## config.mk

```make
export PLATFORM = sky130hd
export DESIGN_NAME = info_frame_builder
export DESIGN_NICKNAME = d
export VERILOG_FILES = /design/src/ifb_pkg.sv /design/src/ifb_front.sv /design/src/ifb_queue.sv /design/src/ifb_back.sv /design/src/info_frame_builder.sv
export VERILOG_INCLUDE_DIRS = /design/src /design/src/src
export SDC_FILE = /design/constraint.sdc
export NUM_CORES = 1
export LEC_CHECK = 0
export CAP_MARGIN = 20
export CORE_MARGIN = 8
export CORE_UTILIZATION = 45
export CTS_BUF_LIST = sky130_fd_sc_hd__clkbuf_8
export CTS_CLUSTER_DIAMETER = 200
export DETAILED_ROUTE_END_ITERATION = 12
export DONT_BUFFER_PORTS = 1
export PLACE_DENSITY = 0.73
export SLEW_MARGIN = 20
export SYNTH_ARGS = -nofsm -noshare
export SYNTH_HDL_FRONTEND = slang
export SYNTH_SLANG_ARGS = --single-unit
```

## constraint.sdc

```tcl
create_clock -name aclk -period 2 [get_ports aclk]
set_input_delay 0.5 -clock aclk [delete_from_list [all_inputs] [get_ports aclk]]
set_output_delay 0.5 -clock aclk [all_outputs]
set_load 0.005 [all_outputs]
```

## src/info_frame_builder_assert.svh

```systemverilog
// Assertion macros shared by the frame builder RTL.
// Needs a clock and an active-low reset name at each use.
`ifndef INFO_FRAME_BUILDER_ASSERT_SVH
`define INFO_FRAME_BUILDER_ASSERT_SVH

// same-cycle implication
`define IFB_ASSERT_IMP(label, clk, rstn, ante, cons, msg) \
    label: assert property (@(posedge clk) disable iff (!rstn) (ante) |-> (cons)) \
        else $error(msg);

// next-cycle implication
`define IFB_ASSERT_NXT(label, clk, rstn, ante, cons, msg) \
    label: assert property (@(posedge clk) disable iff (!rstn) (ante) |=> (cons)) \
        else $error(msg);

`endif

```

## src/ifb_pkg.sv

```systemverilog
// Shared types and constants for the information frame builder.
// No dependencies.
package ifb_pkg;

    localparam int BYTE_W    = 8;
    localparam int CFG_IDX_W = 2;

    // configuration register indexes
    typedef enum logic [CFG_IDX_W-1:0] {
        CFG_ADDRESS = 2'd0,
        CFG_FLAG    = 2'd1,
        CFG_CTRL0   = 2'd2,
        CFG_CTRL1   = 2'd3
    } cfg_idx_t;

    typedef struct packed {
        logic [BYTE_W-1:0] address_byte;
        logic [BYTE_W-1:0] flag_byte;
        logic [BYTE_W-1:0] control_seq0;
        logic [BYTE_W-1:0] control_seq1;
    } cfg_t;

    // one classified payload beat, front to back
    typedef struct packed {
        logic [BYTE_W-1:0] data;
        logic [BYTE_W-1:0] check;   // running XOR including this byte
        logic              first;
        logic              last;
        logic              seq;
    } entry_t;

    typedef enum logic [2:0] {
        PH_FLAG  = 3'd0,
        PH_ADDR  = 3'd1,
        PH_CTRL  = 3'd2,
        PH_HBCC  = 3'd3,
        PH_DATA  = 3'd4,
        PH_BCC   = 3'd5,
        PH_EFLAG = 3'd6
    } phase_t;

endpackage

```

## src/ifb_front.sv

```systemverilog
// Front end: accepts payload beats, tracks frame position, sequence bit
// and running check, and pushes classified entries. Depends on ifb_pkg.
module ifb_front
    import ifb_pkg::*;
(
    input  logic              aclk,
    input  logic              aresetn,
    input  logic              s_valid,
    output logic              s_ready,
    input  logic [BYTE_W-1:0] s_payload_byte,
    input  logic              s_last_byte,
    output logic              push_valid,
    input  logic              push_ready,
    output entry_t            push_entry
);

    logic              in_frame_reg, in_frame_next;
    logic              seq_reg, seq_next;
    logic [BYTE_W-1:0] check_reg, check_next;
    logic [BYTE_W-1:0] check_sum;
    logic              accept;

    assign s_ready    = push_ready;
    assign push_valid = s_valid;
    assign accept     = s_valid && push_ready;

    assign check_sum = in_frame_reg ? (check_reg ^ s_payload_byte) : s_payload_byte;

    always_comb begin
        push_entry.data  = s_payload_byte;
        push_entry.check = check_sum;
        push_entry.first = !in_frame_reg;
        push_entry.last  = s_last_byte;
        push_entry.seq   = seq_reg;
    end

    always_comb begin
        in_frame_next = in_frame_reg;
        seq_next      = seq_reg;
        check_next    = check_reg;
        if (accept) begin
            if (s_last_byte) begin
                in_frame_next = 1'b0;
                seq_next      = !seq_reg;
                check_next    = '0;
            end else begin
                in_frame_next = 1'b1;
                check_next    = check_sum;
            end
        end
    end

    always_ff @(posedge aclk) begin
        if (!aresetn) begin
            in_frame_reg <= 1'b0;
            seq_reg      <= 1'b0;
            check_reg    <= '0;
        end else begin
            in_frame_reg <= in_frame_next;
            seq_reg      <= seq_next;
            check_reg    <= check_next;
        end
    end

endmodule

```

## src/ifb_queue.sv

```systemverilog
// Two-entry queue between front and back ends.
// Depends on ifb_pkg for the entry type.
module ifb_queue
    import ifb_pkg::*;
(
    input  logic   aclk,
    input  logic   aresetn,
    input  logic   wr_valid,
    output logic   wr_ready,
    input  entry_t wr_entry,
    output logic   rd_valid,
    input  logic   rd_pop,
    output entry_t rd_entry
);

    entry_t     mem_reg [2];
    logic       wr_ptr_reg, wr_ptr_next;
    logic       rd_ptr_reg, rd_ptr_next;
    logic [1:0] count_reg, count_next;
    logic       do_push, do_pop;

    assign wr_ready = (count_reg != 2'd2);
    assign rd_valid = (count_reg != 2'd0);
    assign rd_entry = mem_reg[rd_ptr_reg];
    assign do_push  = wr_valid && wr_ready;
    assign do_pop   = rd_pop && rd_valid;

    always_comb begin
        wr_ptr_next = do_push ? !wr_ptr_reg : wr_ptr_reg;
        rd_ptr_next = do_pop  ? !rd_ptr_reg : rd_ptr_reg;
        count_next  = count_reg;
        if (do_push && !do_pop) begin
            count_next = count_reg + 2'd1;
        end else if (do_pop && !do_push) begin
            count_next = count_reg - 2'd1;
        end
    end

    always_ff @(posedge aclk) begin
        if (do_push) begin
            mem_reg[wr_ptr_reg] <= wr_entry;
        end
    end

    always_ff @(posedge aclk) begin
        if (!aresetn) begin
            wr_ptr_reg <= 1'b0;
            rd_ptr_reg <= 1'b0;
            count_reg  <= '0;
        end else begin
            wr_ptr_reg <= wr_ptr_next;
            rd_ptr_reg <= rd_ptr_next;
            count_reg  <= count_next;
        end
    end

endmodule

```

## src/ifb_back.sv

```systemverilog
// Back end: walks the head entry through header (if first), data and trailer
// (if last) phases into the output register. Depends on ifb_pkg and the assertion macros.
`include "info_frame_builder_assert.svh"

module ifb_back
    import ifb_pkg::*;
(
    input  logic              aclk,
    input  logic              aresetn,
    input  cfg_t              cfg,
    input  logic              head_valid,
    input  entry_t            head,
    output logic              head_pop,
    output logic              m_valid,
    input  logic              m_ready,
    output logic [BYTE_W-1:0] m_out_byte,
    output logic              m_last_of_run,
    output logic              m_end_of_frame
);

    phase_t            phase_reg, phase_next, cur_phase;
    logic              emit, run_done;
    logic              m_valid_reg;
    logic [BYTE_W-1:0] out_byte_reg, out_byte_next;
    logic              last_reg;
    logic              eof_reg, eof_next;
    logic [BYTE_W-1:0] ctrl;

    assign emit = head_valid && (!m_valid_reg || m_ready);
    assign ctrl = head.seq ? cfg.control_seq1 : cfg.control_seq0;

    // a continuation entry skips the header
    assign cur_phase = (phase_reg == PH_FLAG && !head.first) ? PH_DATA : phase_reg;

    // next state
    always_comb begin
        phase_next = phase_reg;
        run_done   = 1'b0;
        unique case (cur_phase)
            PH_FLAG:  phase_next = PH_ADDR;
            PH_ADDR:  phase_next = PH_CTRL;
            PH_CTRL:  phase_next = PH_HBCC;
            PH_HBCC:  phase_next = PH_DATA;
            PH_DATA: begin
                if (head.last) begin
                    phase_next = PH_BCC;
                end else begin
                    run_done   = 1'b1;
                    phase_next = PH_FLAG;
                end
            end
            PH_BCC:   phase_next = PH_EFLAG;
            PH_EFLAG: begin
                run_done   = 1'b1;
                phase_next = PH_FLAG;
            end
            default: begin
                run_done   = 1'b1;
                phase_next = PH_FLAG;
            end
        endcase
        if (!emit) begin
            phase_next = phase_reg;
        end
    end

    assign head_pop = emit && run_done;

    // outputs
    always_comb begin
        eof_next = 1'b0;
        unique case (cur_phase)
            PH_FLAG:  out_byte_next = cfg.flag_byte;
            PH_ADDR:  out_byte_next = cfg.address_byte;
            PH_CTRL:  out_byte_next = ctrl;
            PH_HBCC:  out_byte_next = cfg.address_byte ^ ctrl;
            PH_DATA:  out_byte_next = head.data;
            PH_BCC:   out_byte_next = head.check;
            PH_EFLAG: begin
                out_byte_next = cfg.flag_byte;
                eof_next      = 1'b1;
            end
            default:  out_byte_next = head.data;
        endcase
    end

    always_ff @(posedge aclk) begin
        if (emit) begin
            out_byte_reg <= out_byte_next;
            last_reg     <= run_done;
            eof_reg      <= eof_next;
        end
    end

    always_ff @(posedge aclk) begin
        if (!aresetn) begin
            phase_reg   <= PH_FLAG;
            m_valid_reg <= 1'b0;
        end else begin
            phase_reg <= phase_next;
            if (emit) begin
                m_valid_reg <= 1'b1;
            end else if (m_ready) begin
                m_valid_reg <= 1'b0;
            end
        end
    end

    assign m_valid        = m_valid_reg;
    assign m_out_byte     = out_byte_reg;
    assign m_last_of_run  = last_reg;
    assign m_end_of_frame = eof_reg;

    `IFB_ASSERT_IMP(a_mid_entry_head, aclk, aresetn, phase_reg != PH_FLAG, head_valid, "phase advanced without a head entry")
    `IFB_ASSERT_IMP(a_header_first, aclk, aresetn, phase_reg == PH_ADDR || phase_reg == PH_CTRL || phase_reg == PH_HBCC, head.first, "header phase on a continuation entry")
    `IFB_ASSERT_IMP(a_eof_last, aclk, aresetn, m_valid_reg && eof_reg, last_reg, "closing flag not marked last of run")
    `IFB_ASSERT_NXT(a_pop_rewinds, aclk, aresetn, head_pop, phase_reg == PH_FLAG, "phase not rewound after pop")

endmodule

```

## src/info_frame_builder.sv

```systemverilog
// Top level of the information frame builder: configuration registers,
// front end, queue and back end. Depends on ifb_pkg and the ifb_* modules.
//
//  port group   dir  handshake          beat contents
//  s_*          in   s_valid/s_ready    payload byte, last-byte mark
//  m_*          out  m_valid/m_ready    framed byte, last of run, end of frame
//  cfg_*        in   cfg_wr_en          register index, write data
//
// Unless the output stalls, mid-packet bytes flow at one beat per cycle; a first
// byte adds four header beats and a last byte two trailer beats, one output beat
// per cycle. A beat passes the queue and then the output register to m_*.
// Reset is synchronous, active low; it restores register defaults.
// A two-entry queue lets input beats land while the output stalls.
module info_frame_builder
    import ifb_pkg::*;
(
    input  logic                 aclk,
    input  logic                 aresetn,
    input  logic                 cfg_wr_en,
    input  logic [CFG_IDX_W-1:0] cfg_index,
    input  logic [BYTE_W-1:0]    cfg_wdata,
    input  logic                 s_valid,
    output logic                 s_ready,
    input  logic [BYTE_W-1:0]    s_payload_byte,
    input  logic                 s_last_byte,
    output logic                 m_valid,
    input  logic                 m_ready,
    output logic [BYTE_W-1:0]    m_out_byte,
    output logic                 m_last_of_run,
    output logic                 m_end_of_frame
);

    cfg_t   cfg_reg;
    logic   push_valid, push_ready;
    entry_t push_entry;
    logic   head_valid, head_pop;
    entry_t head;

    always_ff @(posedge aclk) begin
        if (!aresetn) begin
            cfg_reg.address_byte <= 8'd3;
            cfg_reg.flag_byte    <= 8'd126;
            cfg_reg.control_seq0 <= 8'd0;
            cfg_reg.control_seq1 <= 8'd64;
        end else if (cfg_wr_en) begin
            unique case (cfg_idx_t'(cfg_index))
                CFG_ADDRESS: cfg_reg.address_byte <= cfg_wdata;
                CFG_FLAG:    cfg_reg.flag_byte    <= cfg_wdata;
                CFG_CTRL0:   cfg_reg.control_seq0 <= cfg_wdata;
                CFG_CTRL1:   cfg_reg.control_seq1 <= cfg_wdata;
                default: ;
            endcase
        end
    end

    ifb_front u_front (
        .aclk           (aclk),
        .aresetn        (aresetn),
        .s_valid        (s_valid),
        .s_ready        (s_ready),
        .s_payload_byte (s_payload_byte),
        .s_last_byte    (s_last_byte),
        .push_valid     (push_valid),
        .push_ready     (push_ready),
        .push_entry     (push_entry)
    );

    ifb_queue u_queue (
        .aclk     (aclk),
        .aresetn  (aresetn),
        .wr_valid (push_valid),
        .wr_ready (push_ready),
        .wr_entry (push_entry),
        .rd_valid (head_valid),
        .rd_pop   (head_pop),
        .rd_entry (head)
    );

    ifb_back u_back (
        .aclk           (aclk),
        .aresetn        (aresetn),
        .cfg            (cfg_reg),
        .head_valid     (head_valid),
        .head           (head),
        .head_pop       (head_pop),
        .m_valid        (m_valid),
        .m_ready        (m_ready),
        .m_out_byte     (m_out_byte),
        .m_last_of_run  (m_last_of_run),
        .m_end_of_frame (m_end_of_frame)
    );

endmodule

```

Word-level counts from Yosys, hierarchy flattened
Memories as Yosys holds them, arrays and structs flattened. A register that Yosys moved wholly into a read port is not among the register bits. Cells that the tools add are included.

RAM bits: 38. Memories: 1. Output and inout port bits: 12. Register bits: 60. Word-level logic and storage cells: 78.

Reductions and logical operators: 29. Bitwise gates (word level): 2. Muxes and demuxes: 19. Equality and inequality tests: 10. Add/subtract/negate cells: 2.

Memories: u_queue.mem_reg (words 2, bits a word 19, read ports 1, clocked after Yosys merged registers in 1, wr ports 1, RTL line ifb_queue.sv:16) `entry_t mem_reg [2];`.

Operator list (number): 8-bit one-hot mux with 5 select lines (1); 8-bit 2-to-1 mux (3); 3-bit one-hot mux with 6 select lines (1); 8-bit bitwise XOR (2); 2-bit AND reduction (5); 3-bit == test (second input constant) (3); 1-bit 2-to-1 mux (9); 1-bit logical NOT (8); 1-bit logical AND (7); 3-bit by 2-bit == test with 1-bit output (second input constant) (2); 3-bit logical NOT (2); 3-bit 2-to-1 mux (2); 2-bit nonzero test (3); 5-bit OR reduction (1); 2-bit == test (second input constant) (2); 2-bit 2-to-1 mux (2); 3-bit by 1-bit == test with 1-bit output (second input constant) (1); 2-bit by 1-bit adder with 2-bit output (second input constant) (1); 2-bit by 1-bit == test with 1-bit output (second input constant) (1); 2-bit logical NOT (1); 2-bit inequality test (second input constant) (1); 1-bit one-hot mux with 2 select lines (1); 2-bit OR reduction (1); 2-bit by 1-bit subtractor with 2-bit output (second input constant) (1); 1-bit logical OR (1).

Longest topological paths before layout
Depth in word-level cells: 11. Gate-level depth with buffers: 9. Gate-level depth less buffers: 8.

Hierarchy
From an unflattened synthesis, not the netlist that was laid out.

Cells, all modules: 397. Area, all modules: 4566.9 um^2.

By module, submodules not included: ifb_queue (instances 1, sequential area each 1241.2 um^2, area an instance 1610.3 um^2, cells each 83); info_frame_builder (instances 1, sequential area each 640.6 um^2, area an instance 1257.5 um^2, cells each 125); ifb_back (instances 1, sequential area each 380.4 um^2, area an instance 1134.8 um^2, cells each 118); ifb_front (instances 1, sequential area each 200.2 um^2, area an instance 564.3 um^2, cells each 71).

Worst setup path after synthesis
Ideal clock, no wire load.

Kind: reg2reg. Start point: register u_queue.count_reg[0]. End point: memory u_queue.mem_reg[0][0] (netlist bit) (enable). Buffers on the path: 0. Cell stages (with the launch flop): 4. Slack: -55 ps. Required time: 1605 ps. Data arrival time: 1660 ps. Cells stage by stage: dfxtp_1 -> nand2b_1 -> nand2_1 -> nor2_1.

Word-level cells in the longest chain between the ends: 4.

RTL lines: start: declaration (RTL line ifb_queue.sv:19) `logic [1:0] count_reg, count_next;`; start signal: assignment (RTL line ifb_queue.sv:53) `count_reg <= count_next;`; 2-bit inequality test (RTL line ifb_queue.sv:22) `assign wr_ready = (count_reg != 2'd2);`; net s_ready (RTL line info_frame_builder.sv:23) `output logic s_ready,`; 1-bit logical AND (RTL line ifb_queue.sv:25) `assign do_push = wr_valid && wr_ready;`; 1-bit 2-to-1 mux (RTL line ifb_queue.sv:40) `if (do_push) begin`; 1-bit 2-to-1 mux (implied by the code) (RTL line ifb_queue.sv:41) `mem_reg[wr_ptr_reg] <= wr_entry;`; end: declaration (RTL line ifb_queue.sv:16).

The timed path passes the listed nets, and every way through them passes these cells.

==> impl_metrics.tcl <==
set metrics [dict create \
    routability_driven_placement_congestion_ratio 0.721 \
    largest_register_ff_count 38 \
    synth-edff-count 48 \
    power.density_nw_per_um2 1300 \
    detail_route.drc_violations 0 \
    number_of_vias_per_cell 5.32 \
    part_of_the_power_in_registers_pct 46.3 \
    clock_latency_ns 0.37 \
    ctsHoldBuffers 0 \
    netlist_area_um2 4320 \
    tritoncts.num_buffers 9 \
    synth-warning-count 0 \
    cp_cell_sequence "mux2i_2 -> a21oi_2 -> nor2_2 -> nand2_1 -> ha_1 -> or3_1 -> a21oi_1" \
    holdPathEnd "cfg_reg[24]" \
    drt-wirelength-per-cell_um 16.2 \
    cts-root-to-sink-buffers 2 \
    multiInputGateArea_um2 1750 \
    setup-tns-final_ns 0 \
    combinationalPowerShare_pct 28.1 \
    p_int_mw 4.25 \
    skew_ns 0.0126 \
    synth_nets 419 \
    reg2regPathDepth 7 \
    hold_depth 1 \
    cts_root_buf "sky130_fd_sc_hd__clkbuf_8" \
    critPathCaptureType "flip-flop" \
    grt_util_all_layers_pct 14.3 \
    cts.clk_slew.worst_paths_ns 0.10 \
    num_antenna_cells 0 \
    critical_path_class "reg2reg" \
    layout_cells_sized_above_1_pct 13.3 \
    report.final.hold_viol_count 0 \
    share_clk_of_total_power_pct 25.5 \
    ff_latch_area_um2 2470 \
    grt_antenna_before_repair 0 \
    die-width_um 114 \
    netlist-cell-type-count 45 \
    drt_iter0_markers 231 \
    cp_num_buf_inv 0 \
    cap_viol_max_count 0 \
    maximum_number_of_pins_on_one_net_before_global_route_repair 24 \
    std_cell_rows 35 \
    cts_tree "yes" \
    floorplan.initialDensity_pct 46.5 \
    synth_mux_area_share_pct 13.1 \
    detailedRoute.firstPassIterationCount 4 \
    dieArea_um2 13000 \
    synth_ff_type "sky130_fd_sc_hd__dfxtp_1" \
    fmax_mhz 536 \
    critical-path-max-stage-delay_ns 0.38 \
    design.final.nets 426 \
    post-synth-top-area-cell "sky130_fd_sc_hd__edfxtp_1" \
    port-buffer-count 0 \
    postSynth.asyncResetShare_pct 0 \
    critical_path_required_ns 2.28 \
    swShare_pct 32.0 \
    cp_max_fo 3 \
    post-dp-hpwl_mm 6.16 \
    tightestPinTransition_ns 0.633 \
    yosys.area_share.xor_xnor_pct 2.44 \
    combinational_family_with_the_most_area_after_synthesis "simple AND/OR/NAND/NOR gates" \
    grt-ovfl-total 0 \
    holdCritStartpoint "aresetn" \
    flow.area_growth_from_synthesis_pct 11.4 \
    total_leakage_power_nw 1.73 \
    power_switching_mw 2.00 \
    cts-htree-levels 3 \
    period_minus_slack_ns 1.86 \
    postRouteAntennaNets 0 \
    startpoint_type "flip-flop" \
    yosys.area_share.simple_pct 15.3 \
    critical_path.top_delay_family "simple AND/OR/NAND/NOR gates" \
    grt_pass1_wl_mm 14.6 \
    worst_ep_arrival_time_ns 2.15 \
    timing.slew.headroom_pct 57.6 \
    chipHeight_um 114 \
    drt-total-wl_mm 8.69 \
    vias_in_the_first_global_route 2834 \
    synth-compound-area-share_pct 9.08 \
    synth_top_area_share_pct 33.4 \
    utilization_pct 51.8 \
    timing.final.crit_share_pct 93.2 \
    dr_total_vias 2848 \
    vdd_ir_drop_max_mv 0.540 \
    post_synth_fa_ha_maj_area_fraction_pct 0.290 \
    pin_count 36 \
    tritoncts_num_sinks 99 \
    yosysSeqAreaShare_pct 57.1 \
    final-max-slew-violation-count 0 \
    syn-instance-count 394 \
    ys_seq_elements 99 \
    nFillCells 829 \
    status "finished, final reports clean" \
    worst_r2r_endpoint "u_queue.count_reg[1]" \
    coreArea_um2 9280 \
    grt_setup_unrepaired "false" \
    rrSetupSlack_ns 0.14 \
    setup-violations-final 0 \
    synth_area_per_cell_um2 11.0 \
    biggest_area_contributors_in_the_synthesized_netlist "sky130_fd_sc_hd__edfxtp_1 (33%), sky130_fd_sc_hd__dfxtp_1 (24%), sky130_fd_sc_hd__mux2i_1 (9.5%)" \
    critPathSlowestCell "sky130_fd_sc_hd__dfxtp_4" \
    min_path_type "in2reg" \
]
repair_timing:
item | CTS | global route
resized for setup | 0 | 6
buffers inserted | 0 | 1
setup endpoints to repair | 0 | 2
cells in the mapped netlist (2+ instances only):
| master | n |
|---|---|
| sky130_fd_sc_hd__a211oi_1 | 8 |
| sky130_fd_sc_hd__a21oi_1 | 16 |
| sky130_fd_sc_hd__a22oi_1 | 16 |
| sky130_fd_sc_hd__a32oi_1 | 8 |
| sky130_fd_sc_hd__and2_1 | 8 |
| sky130_fd_sc_hd__and3_1 | 3 |
| sky130_fd_sc_hd__and3b_1 | 3 |
| sky130_fd_sc_hd__buf_1 | 2 |
| sky130_fd_sc_hd__buf_2 | 4 |
| sky130_fd_sc_hd__clkbuf_1 | 13 |
| sky130_fd_sc_hd__dfxtp_1 | 51 |
| sky130_fd_sc_hd__edfxtp_1 | 48 |
| sky130_fd_sc_hd__inv_1 | 2 |
| sky130_fd_sc_hd__inv_2 | 3 |
| sky130_fd_sc_hd__mux2_4 | 8 |
| sky130_fd_sc_hd__mux2i_1 | 41 |
| sky130_fd_sc_hd__nand2_1 | 47 |
| sky130_fd_sc_hd__nand2b_1 | 2 |
| sky130_fd_sc_hd__nand3_1 | 10 |
| sky130_fd_sc_hd__nand3b_1 | 3 |
| sky130_fd_sc_hd__nor2_1 | 57 |
| sky130_fd_sc_hd__nor2b_1 | 2 |
| sky130_fd_sc_hd__nor3_1 | 2 |
| sky130_fd_sc_hd__nor3b_1 | 2 |
| sky130_fd_sc_hd__o21ai_0 | 4 |
| sky130_fd_sc_hd__or3_1 | 2 |
| sky130_fd_sc_hd__xnor2_1 | 9 |
| sky130_fd_sc_hd__xor2_1 | 3 |
power groups by stage:
stage / sequential (mW) / combinational, mW / clock (mW)
2_1_floorplan: 2.81 / 1.32 / 0
3_3_place_gp: 2.92 / 1.69 / 0
3_5_place_dp: 2.94 / 1.73 / 0
4_1_cts: 2.89 / 1.75 / 1.63
5_1_grt: 2.94 / 1.96 / 1.71
6_report: 2.89 / 1.76 / 1.59
placed cells by master, fill, tap and decap left out, types with 3 or more instances in the layout:
cell type	n
sky130_fd_sc_hd__o21ai_0	4
sky130_fd_sc_hd__mux2i_1	40
sky130_fd_sc_hd__clkbuf_8	9
sky130_fd_sc_hd__nor2_2	3
sky130_fd_sc_hd__dfxtp_1	49
sky130_fd_sc_hd__buf_4	15
sky130_fd_sc_hd__nand3b_1	3
sky130_fd_sc_hd__mux2_4	8
sky130_fd_sc_hd__a211oi_1	8
sky130_fd_sc_hd__and2_1	8
sky130_fd_sc_hd__and3_1	3
sky130_fd_sc_hd__inv_8	3
sky130_fd_sc_hd__nand2_1	47
sky130_fd_sc_hd__bufinv_16	3
sky130_fd_sc_hd__xnor2_1	9
sky130_fd_sc_hd__xor2_1	3
sky130_fd_sc_hd__a32oi_1	8
sky130_fd_sc_hd__a21oi_1	15
sky130_fd_sc_hd__and3b_1	3
sky130_fd_sc_hd__nand3_1	10
sky130_fd_sc_hd__inv_2	3
sky130_fd_sc_hd__nor2_1	55
sky130_fd_sc_hd__a22oi_1	16
sky130_fd_sc_hd__edfxtp_1	48
per-layer routing:
metal  up-vias  wire [um]  track usage [%]  part of all wire [%]
li1       1418          -                -                     -
met5         -          0                0                     0
met1      1356       3920             17.8                    45
met3        15        561             4.60                   6.5
met2        59       4040             22.2                    46
met4         0        177             6.30                   2.0
cell families after synthesis:
| kind of cell | Yosys count |
|---|---|
| buffers and inverters | 27 |
| adders and majority gates | 1 |
| xor gates and xnor gates | 12 |
| DFF | 99 |
| muxes | 51 |
| AOI/OAI and AO/OA | 58 |
| and+or+nand+nor | 146 |
final cells by class:
class,count,area share (%)
sequential,99,51.3
multi-input combinational,268,36.4
tap,129,3.36
timing repair buffer,17,3.18
clock inverter,7,2.73
clock buffer,9,2.58
inverter,6,0.469
worst max path at each step:
stage / endpoint / cells after the start / slack [ns]
2_1_floorplan: u_queue.count_reg[1] / 8 / 0.01
6_report: u_queue.count_reg[1] / 7 / 0.14
4_1_cts: u_queue.count_reg[1] / 7 / 0.02
5_1_grt: u_queue.count_reg[1] / 7 / 0.004
3_3_place_gp: u_back.m_out_byte[2] / 6 / 0.15
3_5_place_dp: u_queue.count_reg[1] / 7 / 0.05
metrics by stage:
step	hold WS [ns]	setup WS, ns	cell area, um2	instances	total power [mW]
finish	0.196	0.136	4810	535	6.24
global route	0.169	0.00372	4810	535	6.60
CTS	0.181	0.0173	4780	534	6.27
detailed placement	0.457	0.0461	4530	518	4.66
global placement	0.448	0.152	4530	518	4.61
floorplan	0.436	0.0121	4320	394	4.12
(Power assumes the default switching activity.)
